--- src/rtl/core/perc_pkg.sv ---
// shared types and constants for the polygon edge rectangle clipper
package perc_pkg;

   localparam int CoordBits = 16;
   localparam int WideBits  = CoordBits + 3;
   localparam int QuoBits   = CoordBits + 2;
   localparam int CsrIdxBits = 2;
   localparam int DivCntBits = $clog2(2 * WideBits + 2);

   localparam logic [CsrIdxBits-1:0] CsrLeft   = 2'd0;
   localparam logic [CsrIdxBits-1:0] CsrTop    = 2'd1;
   localparam logic [CsrIdxBits-1:0] CsrRight  = 2'd2;
   localparam logic [CsrIdxBits-1:0] CsrBottom = 2'd3;

   typedef struct packed {
      logic signed [CoordBits-1:0] vertex_x;
      logic signed [CoordBits-1:0] vertex_y;
      logic                        vertex_last;
   } req_payload_type;

   typedef struct packed {
      logic signed [CoordBits-1:0] seg_start_x;
      logic signed [CoordBits-1:0] seg_start_y;
      logic signed [CoordBits-1:0] seg_end_x;
      logic signed [CoordBits-1:0] seg_end_y;
      logic                        seg_valid;
      logic                        polygon_end;
   } rsp_payload_type;

   typedef enum logic [3:0] {
      ST_IDLE,
      ST_LOAD,
      ST_SETUP,
      ST_DIV,
      ST_APPLY,
      ST_NEXT,
      ST_EMIT,
      ST_WAIT
   } state_type;

   // controller to datapath
   typedef struct packed {
      logic       accept;     // latch input vertex
      logic       first_vtx;  // latched vertex opens a polygon
      logic       load_close; // load closing edge into the work segment
      logic       load_open;  // load ordinary edge
      logic [1:0] plane;
      logic       setup;      // evaluate plane, start divider if needed
      logic       div_step;
      logic       apply;
      logic       emit;       // place result into output register
      logic       emit_end;
   } cmd_type;

   // datapath to controller
   typedef struct packed {
      logic have_start;
      logic last;
      logic need_div;
      logic seg_ok;
      logic div_done;
   } sts_type;

endpackage

--- src/rtl/core/perc_ctrl.sv ---
// sequencer for edge forming, four clip planes and result hand-off
module perc_ctrl (
   input  logic              clock,
   input  logic              reset,
   input  logic              req_valid,
   output logic              req_stall,
   input  logic              out_busy,
   input  perc_pkg::sts_type sts,
   output perc_pkg::cmd_type cmd
);
   import perc_pkg::*;

   state_type  state_ff, state_in;
   logic [1:0] plane_ff, plane_in;
   logic       closing_ff, closing_in;   // working on closing edge
   logic       pend_close_ff, pend_close_in;

   always_ff @(posedge clock) begin
      if (reset) begin
         state_ff      <= ST_IDLE;
         plane_ff      <= 2'd0;
         closing_ff    <= 1'b0;
         pend_close_ff <= 1'b0;
      end else begin
         state_ff      <= state_in;
         plane_ff      <= plane_in;
         closing_ff    <= closing_in;
         pend_close_ff <= pend_close_in;
      end
   end

   // next state
   always_comb begin
      state_in      = state_ff;
      plane_in      = plane_ff;
      closing_in    = closing_ff;
      pend_close_in = pend_close_ff;
      case (state_ff)
         ST_IDLE: begin
            if (req_valid) begin
               state_in = ST_LOAD;
            end
         end
         ST_LOAD: begin
            // sts reflects the latched vertex and the old have_start
            plane_in = 2'd0;
            if (sts.have_start) begin
               closing_in    = 1'b0;
               pend_close_in = sts.last;
               state_in      = ST_SETUP;
            end else if (sts.last) begin
               closing_in    = 1'b1;
               pend_close_in = 1'b0;
               state_in      = ST_SETUP;
            end else begin
               state_in = ST_IDLE;
            end
         end
         ST_SETUP: begin
            state_in = sts.need_div ? ST_DIV : ST_NEXT;
         end
         ST_DIV: begin
            if (sts.div_done) begin
               state_in = ST_APPLY;
            end
         end
         ST_APPLY: state_in = ST_NEXT;
         ST_NEXT: begin
            if (plane_ff == 2'd3 || !sts.seg_ok) begin
               state_in = ST_EMIT;
            end else begin
               plane_in = plane_ff + 2'd1;
               state_in = ST_SETUP;
            end
         end
         ST_EMIT: begin
            if (!out_busy) begin
               if (pend_close_ff) begin
                  pend_close_in = 1'b0;
                  closing_in    = 1'b1;
                  plane_in      = 2'd0;
                  state_in      = ST_WAIT;
               end else begin
                  state_in = ST_IDLE;
               end
            end
         end
         ST_WAIT: state_in = ST_SETUP;
         default: state_in = ST_IDLE;
      endcase
   end

   // outputs
   always_comb begin
      cmd        = '0;
      req_stall  = 1'b1;
      cmd.plane  = plane_ff;
      case (state_ff)
         ST_IDLE: begin
            req_stall  = 1'b0;
            cmd.accept = req_valid;
         end
         ST_LOAD: begin
            cmd.first_vtx  = !sts.have_start;
            cmd.load_open  = sts.have_start;
            cmd.load_close = !sts.have_start && sts.last;
         end
         ST_SETUP: cmd.setup    = 1'b1;
         ST_DIV:   cmd.div_step = 1'b1;
         ST_APPLY: cmd.apply    = 1'b1;
         ST_EMIT: begin
            // ordinary edges that clip away are dropped
            cmd.emit     = !out_busy && (closing_ff || sts.seg_ok);
            cmd.emit_end = closing_ff;
         end
         ST_WAIT: cmd.load_close = 1'b1;
         default: ;
      endcase
   end

endmodule

--- src/rtl/core/perc_dpath.sv ---
// vertex store, clip arithmetic with serial divider, and output register
module perc_dpath (
   input  logic                      clock,
   input  logic                      reset,
   input  perc_pkg::req_payload_type req_data,
   input  logic                      csr_write,
   input  logic [perc_pkg::CsrIdxBits-1:0] csr_index,
   input  logic [perc_pkg::CoordBits-1:0]  csr_data,
   input  perc_pkg::cmd_type         cmd,
   output perc_pkg::sts_type         sts,
   input  logic                      rsp_stall,
   output logic                      rsp_valid,
   output perc_pkg::rsp_payload_type rsp_data,
   output logic                      out_busy
);
   import perc_pkg::*;

   logic signed [CoordBits-1:0] left_ff, top_ff, right_ff, bottom_ff;
   logic signed [CoordBits-1:0] first_x_ff, first_y_ff, prev_x_ff, prev_y_ff;
   logic signed [CoordBits-1:0] cur_x_ff, cur_y_ff;
   logic                        have_start_ff, last_ff;

   // work segment
   logic signed [CoordBits-1:0] x0_ff, y0_ff, x1_ff, y1_ff;
   logic                        ok_ff;

   // per-plane setup results
   logic                        hi_sel_ff;   // 1: point 1 is the outer one
   logic                        neg_ff;
   logic signed [CoordBits-1:0] lim_ff, wl_ff;
   logic [WideBits-1:0]         den_ff;      // 2*(uh-ul)
   logic [2*WideBits+1:0]       num_ff;      // dividend shifted through
   logic [WideBits:0]           rem_ff;
   logic [QuoBits-1:0]          quo_ff;
   logic [DivCntBits-1:0]       cnt_ff;

   logic                        rsp_valid_ff;
   rsp_payload_type             rsp_data_ff;

   // plane selection: planes 0,1 keep u<=lim, 2,3 keep u>=lim
   logic                        on_y, flip;
   logic signed [CoordBits-1:0] lim;
   logic signed [CoordBits:0]   u0, u1, w0, w1, v;
   logic                        sel1;
   logic signed [CoordBits:0]   ul, uh, wl, wh;
   logic signed [CoordBits+1:0] dw, t, d;
   logic [CoordBits+1:0]        adw;
   logic [2*CoordBits+3:0]      prod;
   logic [2*WideBits+1:0]       dividend;
   logic [WideBits:0]           rem_sh, rem_sub;
   logic signed [CoordBits+1:0] wnew;
   logic signed [CoordBits-1:0] wres;

   always_comb begin
      on_y = cmd.plane[0];
      flip = cmd.plane[1];
      case (cmd.plane)
         2'd0:    lim = right_ff;
         2'd1:    lim = bottom_ff;
         2'd2:    lim = left_ff;
         default: lim = top_ff;
      endcase
      u0 = on_y ? {y0_ff[CoordBits-1], y0_ff} : {x0_ff[CoordBits-1], x0_ff};
      u1 = on_y ? {y1_ff[CoordBits-1], y1_ff} : {x1_ff[CoordBits-1], x1_ff};
      w0 = on_y ? {x0_ff[CoordBits-1], x0_ff} : {y0_ff[CoordBits-1], y0_ff};
      w1 = on_y ? {x1_ff[CoordBits-1], x1_ff} : {y1_ff[CoordBits-1], y1_ff};
      v  = {lim[CoordBits-1], lim};
      if (flip) begin
         u0 = -u0;
         u1 = -u1;
         v  = -v;
      end
      sel1 = !(u1 < u0);  // high point: end wins ties
      uh = sel1 ? u1 : u0;
      ul = sel1 ? u0 : u1;
      wh = sel1 ? w1 : w0;
      wl = sel1 ? w0 : w1;
      dw = {wh[CoordBits], wh} - {wl[CoordBits], wl};
      t  = {v[CoordBits], v} - {ul[CoordBits], ul};
      d  = {uh[CoordBits], uh} - {ul[CoordBits], ul};
      adw = dw[CoordBits+1] ? -dw : dw;
      // floor((2*|dw|*t + d - neg) / (2d))
      prod = adw * t[CoordBits+1:0];
      dividend = {3'b000, prod, 1'b0}
               + (2*WideBits+2)'({d[CoordBits+1:0]})
               - (2*WideBits+2)'(dw[CoordBits+1]);
      rem_sh  = {rem_ff[WideBits-1:0], num_ff[2*WideBits+1]};
      rem_sub = rem_sh - {1'b0, den_ff};
      wnew = neg_ff ? {wl_ff[CoordBits-1], wl_ff[CoordBits-1], wl_ff} - (CoordBits+2)'(quo_ff)
                    : {wl_ff[CoordBits-1], wl_ff[CoordBits-1], wl_ff} + (CoordBits+2)'(quo_ff);
      wres = wnew[CoordBits-1:0];
   end

   always_ff @(posedge clock) begin
      if (reset) begin
         left_ff       <= '0;
         top_ff        <= '0;
         right_ff      <= '0;
         bottom_ff     <= '0;
         first_x_ff    <= '0;
         first_y_ff    <= '0;
         prev_x_ff     <= '0;
         prev_y_ff     <= '0;
         have_start_ff <= 1'b0;
         ok_ff         <= 1'b0;
         rsp_valid_ff  <= 1'b0;
         cnt_ff        <= '0;
      end else begin
         if (csr_write) begin
            case (csr_index)
               CsrLeft:   left_ff   <= csr_data;
               CsrTop:    top_ff    <= csr_data;
               CsrRight:  right_ff  <= csr_data;
               CsrBottom: bottom_ff <= csr_data;
               default: ;
            endcase
         end
         if (cmd.accept) begin
            cur_x_ff <= req_data.vertex_x;
            cur_y_ff <= req_data.vertex_y;
            last_ff  <= req_data.vertex_last;
         end
         if (cmd.load_open) begin
            x0_ff <= prev_x_ff;
            y0_ff <= prev_y_ff;
            x1_ff <= cur_x_ff;
            y1_ff <= cur_y_ff;
            ok_ff <= 1'b1;
         end
         if (cmd.load_close) begin
            // first vertex may be the current one on a new polygon
            x0_ff <= cur_x_ff;
            y0_ff <= cur_y_ff;
            x1_ff <= have_start_ff ? first_x_ff : cur_x_ff;
            y1_ff <= have_start_ff ? first_y_ff : cur_y_ff;
            ok_ff <= 1'b1;
         end
         if (cmd.load_open || cmd.load_close || cmd.first_vtx) begin
            prev_x_ff <= cur_x_ff;
            prev_y_ff <= cur_y_ff;
         end
         if (cmd.setup) begin
            hi_sel_ff <= sel1;
            neg_ff    <= dw[CoordBits+1];
            lim_ff    <= lim;
            wl_ff     <= wl[CoordBits-1:0];
            den_ff    <= {d[WideBits-2:0], 1'b0};
            num_ff    <= dividend;
            rem_ff    <= '0;
            quo_ff    <= '0;
            cnt_ff    <= '0;
            if (ok_ff) begin
               if (x0_ff == x1_ff && y0_ff == y1_ff) begin
                  ok_ff <= 1'b0;
               end else if (uh <= v) begin
                  ok_ff <= 1'b1;
               end else if (!(ul < v)) begin
                  ok_ff <= 1'b0;
               end
            end
         end
         if (cmd.div_step) begin
            num_ff <= {num_ff[2*WideBits:0], 1'b0};
            cnt_ff <= cnt_ff + DivCntBits'(1);
            if (!rem_sub[WideBits]) begin
               rem_ff <= rem_sub;
               quo_ff <= {quo_ff[QuoBits-2:0], 1'b1};
            end else begin
               rem_ff <= rem_sh;
               quo_ff <= {quo_ff[QuoBits-2:0], 1'b0};
            end
         end
         if (cmd.apply) begin
            if (hi_sel_ff) begin
               if (cmd.plane[0]) begin
                  y1_ff <= lim_ff; x1_ff <= wres;
               end else begin
                  x1_ff <= lim_ff; y1_ff <= wres;
               end
            end else begin
               if (cmd.plane[0]) begin
                  y0_ff <= lim_ff; x0_ff <= wres;
               end else begin
                  x0_ff <= lim_ff; y0_ff <= wres;
               end
            end
         end
         if (cmd.emit && cmd.emit_end) begin
            have_start_ff <= 1'b0;
         end else if (cmd.first_vtx) begin
            have_start_ff <= 1'b1;
         end
         if (cmd.first_vtx) begin
            first_x_ff <= cur_x_ff;
            first_y_ff <= cur_y_ff;
         end
         if (cmd.emit) begin
            rsp_valid_ff <= 1'b1;
            rsp_data_ff.seg_start_x <= ok_ff ? x0_ff : '0;
            rsp_data_ff.seg_start_y <= ok_ff ? y0_ff : '0;
            rsp_data_ff.seg_end_x   <= ok_ff ? x1_ff : '0;
            rsp_data_ff.seg_end_y   <= ok_ff ? y1_ff : '0;
            rsp_data_ff.seg_valid   <= ok_ff;
            rsp_data_ff.polygon_end <= cmd.emit_end;
         end else if (rsp_valid_ff && !rsp_stall) begin
            rsp_valid_ff <= 1'b0;
         end
      end
   end

   always_comb begin
      sts.have_start = have_start_ff;
      sts.last       = last_ff;
      sts.need_div   = ok_ff && !(x0_ff == x1_ff && y0_ff == y1_ff) && !(uh <= v) && (ul < v);
      sts.seg_ok     = ok_ff;
      sts.div_done   = (cnt_ff == DivCntBits'(2*WideBits+1));
   end

   assign rsp_valid = rsp_valid_ff;
   assign rsp_data  = rsp_data_ff;
   assign out_busy  = rsp_valid_ff && rsp_stall;

endmodule

--- src/rtl/core/polygon_edge_rect_clipper.sv ---
// polygon edge clipper against a configured rectangle: top level
// a vertex is taken only while idle; LOAD forms its edge, then each clip plane runs SETUP
// and NEXT, with DIV (40-step restoring divider) and APPLY between when the plane cuts the
// edge; EMIT registers the result. An opening vertex only stores its point; a last vertex
// also clips the closing edge. A null or clipped-away edge stops early, a held result waits
// reset clears the rectangle to zero, the vertex history and the result valid flag
module polygon_edge_rect_clipper (
   input  logic                              clock,
   input  logic                              reset,
   input  logic                              req_valid,
   output logic                              req_stall,
   input  perc_pkg::req_payload_type         req_data,
   output logic                              rsp_valid,
   input  logic                              rsp_stall,
   output perc_pkg::rsp_payload_type         rsp_data,
   input  logic                              csr_write,
   input  logic [perc_pkg::CsrIdxBits-1:0]   csr_index,
   input  logic [perc_pkg::CoordBits-1:0]    csr_data
);
   import perc_pkg::*;

   cmd_type cmd;
   sts_type sts;
   logic    out_busy;

   perc_ctrl u_ctrl (
      .clock     (clock),
      .reset     (reset),
      .req_valid (req_valid),
      .req_stall (req_stall),
      .out_busy  (out_busy),
      .sts       (sts),
      .cmd       (cmd)
   );

   perc_dpath u_dpath (
      .clock     (clock),
      .reset     (reset),
      .req_data  (req_data),
      .csr_write (csr_write),
      .csr_index (csr_index),
      .csr_data  (csr_data),
      .cmd       (cmd),
      .sts       (sts),
      .rsp_stall (rsp_stall),
      .rsp_valid (rsp_valid),
      .rsp_data  (rsp_data),
      .out_busy  (out_busy)
   );

endmodule
--- config.mk ---
export PLATFORM = sky130hd
export DESIGN_NAME = polygon_edge_rect_clipper
export DESIGN_NICKNAME = d
export VERILOG_FILES = /design/src/rtl/core/perc_pkg.sv /design/src/rtl/core/perc_ctrl.sv /design/src/rtl/core/perc_dpath.sv /design/src/rtl/core/polygon_edge_rect_clipper.sv
export SDC_FILE = /design/constraint.sdc
export NUM_CORES = 2
export LEC_CHECK = 0
export BUFFER_PORTS_ARGS = -buffer_cell sky130_fd_sc_hd__buf_2
export CAP_MARGIN = 30
export CELL_PAD_IN_SITES_DETAIL_PLACEMENT = 0
export CELL_PAD_IN_SITES_GLOBAL_PLACEMENT = 2
export CORE_ASPECT_RATIO = 2
export CORE_UTILIZATION = 44
export CTS_CLUSTER_DIAMETER = 50
export DETAILED_ROUTE_END_ITERATION = 10
export MAX_ROUTING_LAYER = met4
export PLACE_DENSITY_LB_ADDON = 0.1
export SLEW_MARGIN = 20
export SYNTH_ARGS = -nofsm -noshare
export SYNTH_HDL_FRONTEND = slang
export SYNTH_SLANG_ARGS = --single-unit
export TNS_END_PERCENT = 10
--- constraint.sdc ---
create_clock -name clock -period 40.3 [get_ports clock]
set_input_delay 8.06 -clock clock [delete_from_list [all_inputs] [get_ports clock]]
set_output_delay 8.06 -clock clock [all_outputs]
set_load 0.05 [all_outputs]
==> run summary <==
The tools report the startpoint class of the critical path as a register. The final max-slew violation count is 0, and the maximum single-stage delay on the critical path is 0.79 ns. The mapped cell area was 0.0393 mm²; the area of the core region was 0.0882 mm². The library cell used most frequently in the layout, excluding fill and tap cells, is sky130_fd_sc_hd__nand2_1. Measured along the y axis, the die boundary spans 425 µm. The tools report the arrival time of data at the critical path endpoint as 19.35 ns.

Number of hold-slack violations in the final timing report: 0. The commonest register cell after synthesis is sky130_fd_sc_hd__edfxtp_1. Summed over its instances, the top area cell type makes up 22.2% of the synthesized netlist area. The tools report the maximum number of pins on one net before global-route repair as 71.

The total CTS buffers is 44, and the slew of the pin with the lowest slew margin is 1.12 ns. For the total vias in the final route, the log shows 32600. Width of the die: 213 µm. Static timing analysis puts the maximum clock frequency at 53.0 MHz. The number of buffers inserted by post-CTS setup repair is 0, and the instance count after placement with tap cells included is 5573. The average routed wire per standard cell was 25.6 µm; the worst slew slack as a fraction of its limit was 25.5%. The detailed router finished its first iteration with 1799 violations. Once detailed placement completed, the half-perimeter wirelength came to 114 mm. For the site row count, the log shows 154. The tools report the number of nets in the final layout as 5010. After synthesis, the mean cell area works out to 8.94 µm².

The cell sitting at the root of the clock tree is a sky130_fd_sc_hd__clkbuf_16. The run finished with clean final reports. Synthesis inferred 434 register bits. TritonCTS built the clock tree. Summed over all instances, the cell type with the most area after synthesis is sky130_fd_sc_hd__edfxtp_1. Setup repair after global routing left no endpoint under its margin. The logs give 0 ns for the final setup TNS and 2 for the initial antenna violation count. In this run the worst hold path is classified as register to register. The first global-routing pass estimated 214 mm of wire.

Once the clock tree was built, the resizer swapped 0 gates to a different size. Wires add up to 145 mm. The tool flagged a number of max-cap violations equal to 0.

The number of routed nets with antenna violations was 0; the worst-case clock buffer depth was 3. In the routed design, unresolved DRC markers number 0. Across the routed clock network, the largest skew measured is 0.0390 ns.

The combined area of the multi-input logic cells is 0.0253 mm², and the peak fanout along the critical path is 53. The clock latency on the worst-skew pair came out at 0.63 ns. Fill cells in the final layout number 8838.

The number of synthesis warnings is 0. The combined flip-flop and latch cell area came out at 0.0116 mm². Leaving out fill and tap cells, the most frequent cells in the layout are sky130_fd_sc_hd__nand2_1, sky130_fd_sc_hd__inv_1, sky130_fd_sc_hd__nor2_1.

The final critical path takes up 46.8% of the cycle. Setup violations remaining at the end of the flow were counted as 0. Number of flops mapped to enable cells by yosys: 290. The worst setup path is of the register to register kind. After synthesis, the share of flip-flops with an asynchronous set or reset is 0%. After synthesis, the cell types taking the most area are sky130_fd_sc_hd__edfxtp_1, sky130_fd_sc_hd__fa_1, sky130_fd_sc_hd__ha_1. The number of hold buffers added after CTS was 0.

The worst path needs 18.88 ns of the cycle, external delays included. The total number of H-tree levels was 2. The number of global-route vias before repair came out at 33600. The tools report the nature of the critical path endpoint as a register. The count of placed standard cells in the final layout, fillers left out was 5661; the count of clock tree sinks was 434. Yosys mapped the design onto 118 distinct sky130hd cell types.

The final weighted congestion in routability-driven placement is 0.975, and the first-pass detailed-route iteration total is 7. In the routed layout, each cell is associated on average with a via count of 5.76. Clock-pin transition on the worst setup and hold timing paths: 0.07 ns. The count of buffers added on input and output ports is 123. Layout overhead on the synthesized area: 9.26%. The slowest stage of the critical path is the sky130_fd_sc_hd__xor2_1 cell. For the required time reported for the critical path endpoint, the log shows 40.78 ns. Once the floorplan was initialized, standard cells occupied 44.5% of the core.

After technology mapping, the gate count stands at 4396. The total overflow left after global routing is 0. Global routing used 33.4% of the available tracks across all layers. The die covers 0.0906 mm². For the share of the yosys chip area belonging to registers, the log shows 29.5%. The ratio of cells with drive above 1 in the final layout is 9.60%. The run gives 124 as the top-level port count.
routing by layer:
metal	vias up	global-route usage [%]	share of wire [%]
li1	15200	-	-
met1	15900	30.1	32
met2	1043	60.2	53
met3	512	4.16	4.0
met4	0	29.6	11
met5	-	-	0
area by class of cell:
type | count | area share (%)
multi-input cells | 3311 | 59.0
flip-flops and latches | 434 | 27.0
inverters | 441 | 3.86
well taps | 1170 | 3.41
repair buffers | 221 | 3.22
clock buffers | 56 | 2.84
clock inverters | 26 | 0.633
diodes | 2 | 0.0117
cells by family (layout without fill, tap and decap cells):
kind of cell             count (synthesis)  count (layout)  synth area share (%)
AO/OA/AOI/OAI                          880             880                  14.4
XOR/XNOR                               247             247                  5.55
adder cells (fa/ha/maj)                501             501                  20.9
buffers and inverters                  667             744                  6.51
flip-flops                             434             434                  29.5
multiplexers                           155             155                  5.01
other                                    2              20                0.0191
AND/OR/NAND/NOR                       1510            1510                  18.0
path summary, 6_finish.rpt:
path / start / to / slack (ns) / cells after the start
worst max-delay path: u_ctrl.plane_ff[0] / u_dpath.num_ff[37] / 21.42 / 54
worst min-delay path: u_dpath.top_ff[0] / u_dpath.top_ff[0] / 0.45 / 2
worst max register to register: u_ctrl.plane_ff[0] / u_dpath.num_ff[37] / 21.42 / 54
worst min register to register: u_dpath.top_ff[0] / u_dpath.top_ff[0] / 0.45 / 2
worst max-delay path: cells and delay by family (launching register included):
family                   cells  cell delay, ns
flip-flops                   1            0.63
AO/OA/AOI/OAI                8            2.59
AND/OR/NAND/NOR             22            6.16
buffers and inverters        8            1.85
multiplexers                 2            0.87
adder cells (fa/ha/maj)     11            4.96
XOR/XNOR                     3            1.53
cells in the mapped netlist (all sizes together) (9+ instances only):
cell	n
nand2	591
inv	441
nor2	388
a21oi	290
edfxtp	290
fa	261
ha	240
o21ai	207
clkbuf	192
xnor2	173
dfxtp	144
mux2i	109
and2	98
nor3	75
xor2	74
nand2b	66
o211ai	62
nand3	57
a21o	42
and3	35
or3	35
buf	34
mux4	32
nand4	29
o21a	28
o31ai	28
nor2b	26
a211oi	24
or2	24
o22a	23
nor4	22
a31oi	19
a222oi	16
o22ai	16
mux2	14
nor3b	14
a21boi	13
o21bai	12
or4	11
a2111oi	9
a211o	9
per-stage QoR:
step | worst slack, ns | utilization, % | hold WS, ns | instance area, µm²
2_1_floorplan | 23.81 | - | 0.433 | 39300
5_1_grt | 20.40 | 48.6 | 0.469 | 42900
4_1_cts | 21.35 | 48.6 | 0.456 | 42900
3_5_place_dp | 21.41 | 46.9 | 0.447 | 41400
6_report | 21.42 | 48.6 | 0.455 | 42900
3_3_place_gp | 21.40 | 46.8 | 0.441 | 41300
sequential cells by signal (all words and copies together) (netlist names), 3 cells and up:
signal	count
u_dpath.bottom_ff	16
u_dpath.first_y_ff	16
u_dpath.top_ff	16
u_dpath.prev_x_ff	16
u_dpath.den_ff	18
u_ctrl.state_ff	3
u_dpath.wl_ff	16
u_dpath.cur_y_ff	16
u_dpath.left_ff	16
u_dpath.rem_ff	19
u_dpath.right_ff	16
u_dpath.quo_ff	16
u_dpath.num_ff	40
u_dpath.rsp_data	66
u_dpath.first_x_ff	16
u_dpath.cur_x_ff	16
u_dpath.y0_ff	16
u_dpath.x1_ff	16
u_dpath.y1_ff	16
u_dpath.cnt_ff	6
u_dpath.prev_y_ff	16
u_dpath.lim_ff	16
u_dpath.x0_ff	16
Power is left out: the tool's default activity adds up to more than one toggle a clock period on the data nets, which glitch-free logic cannot reach.
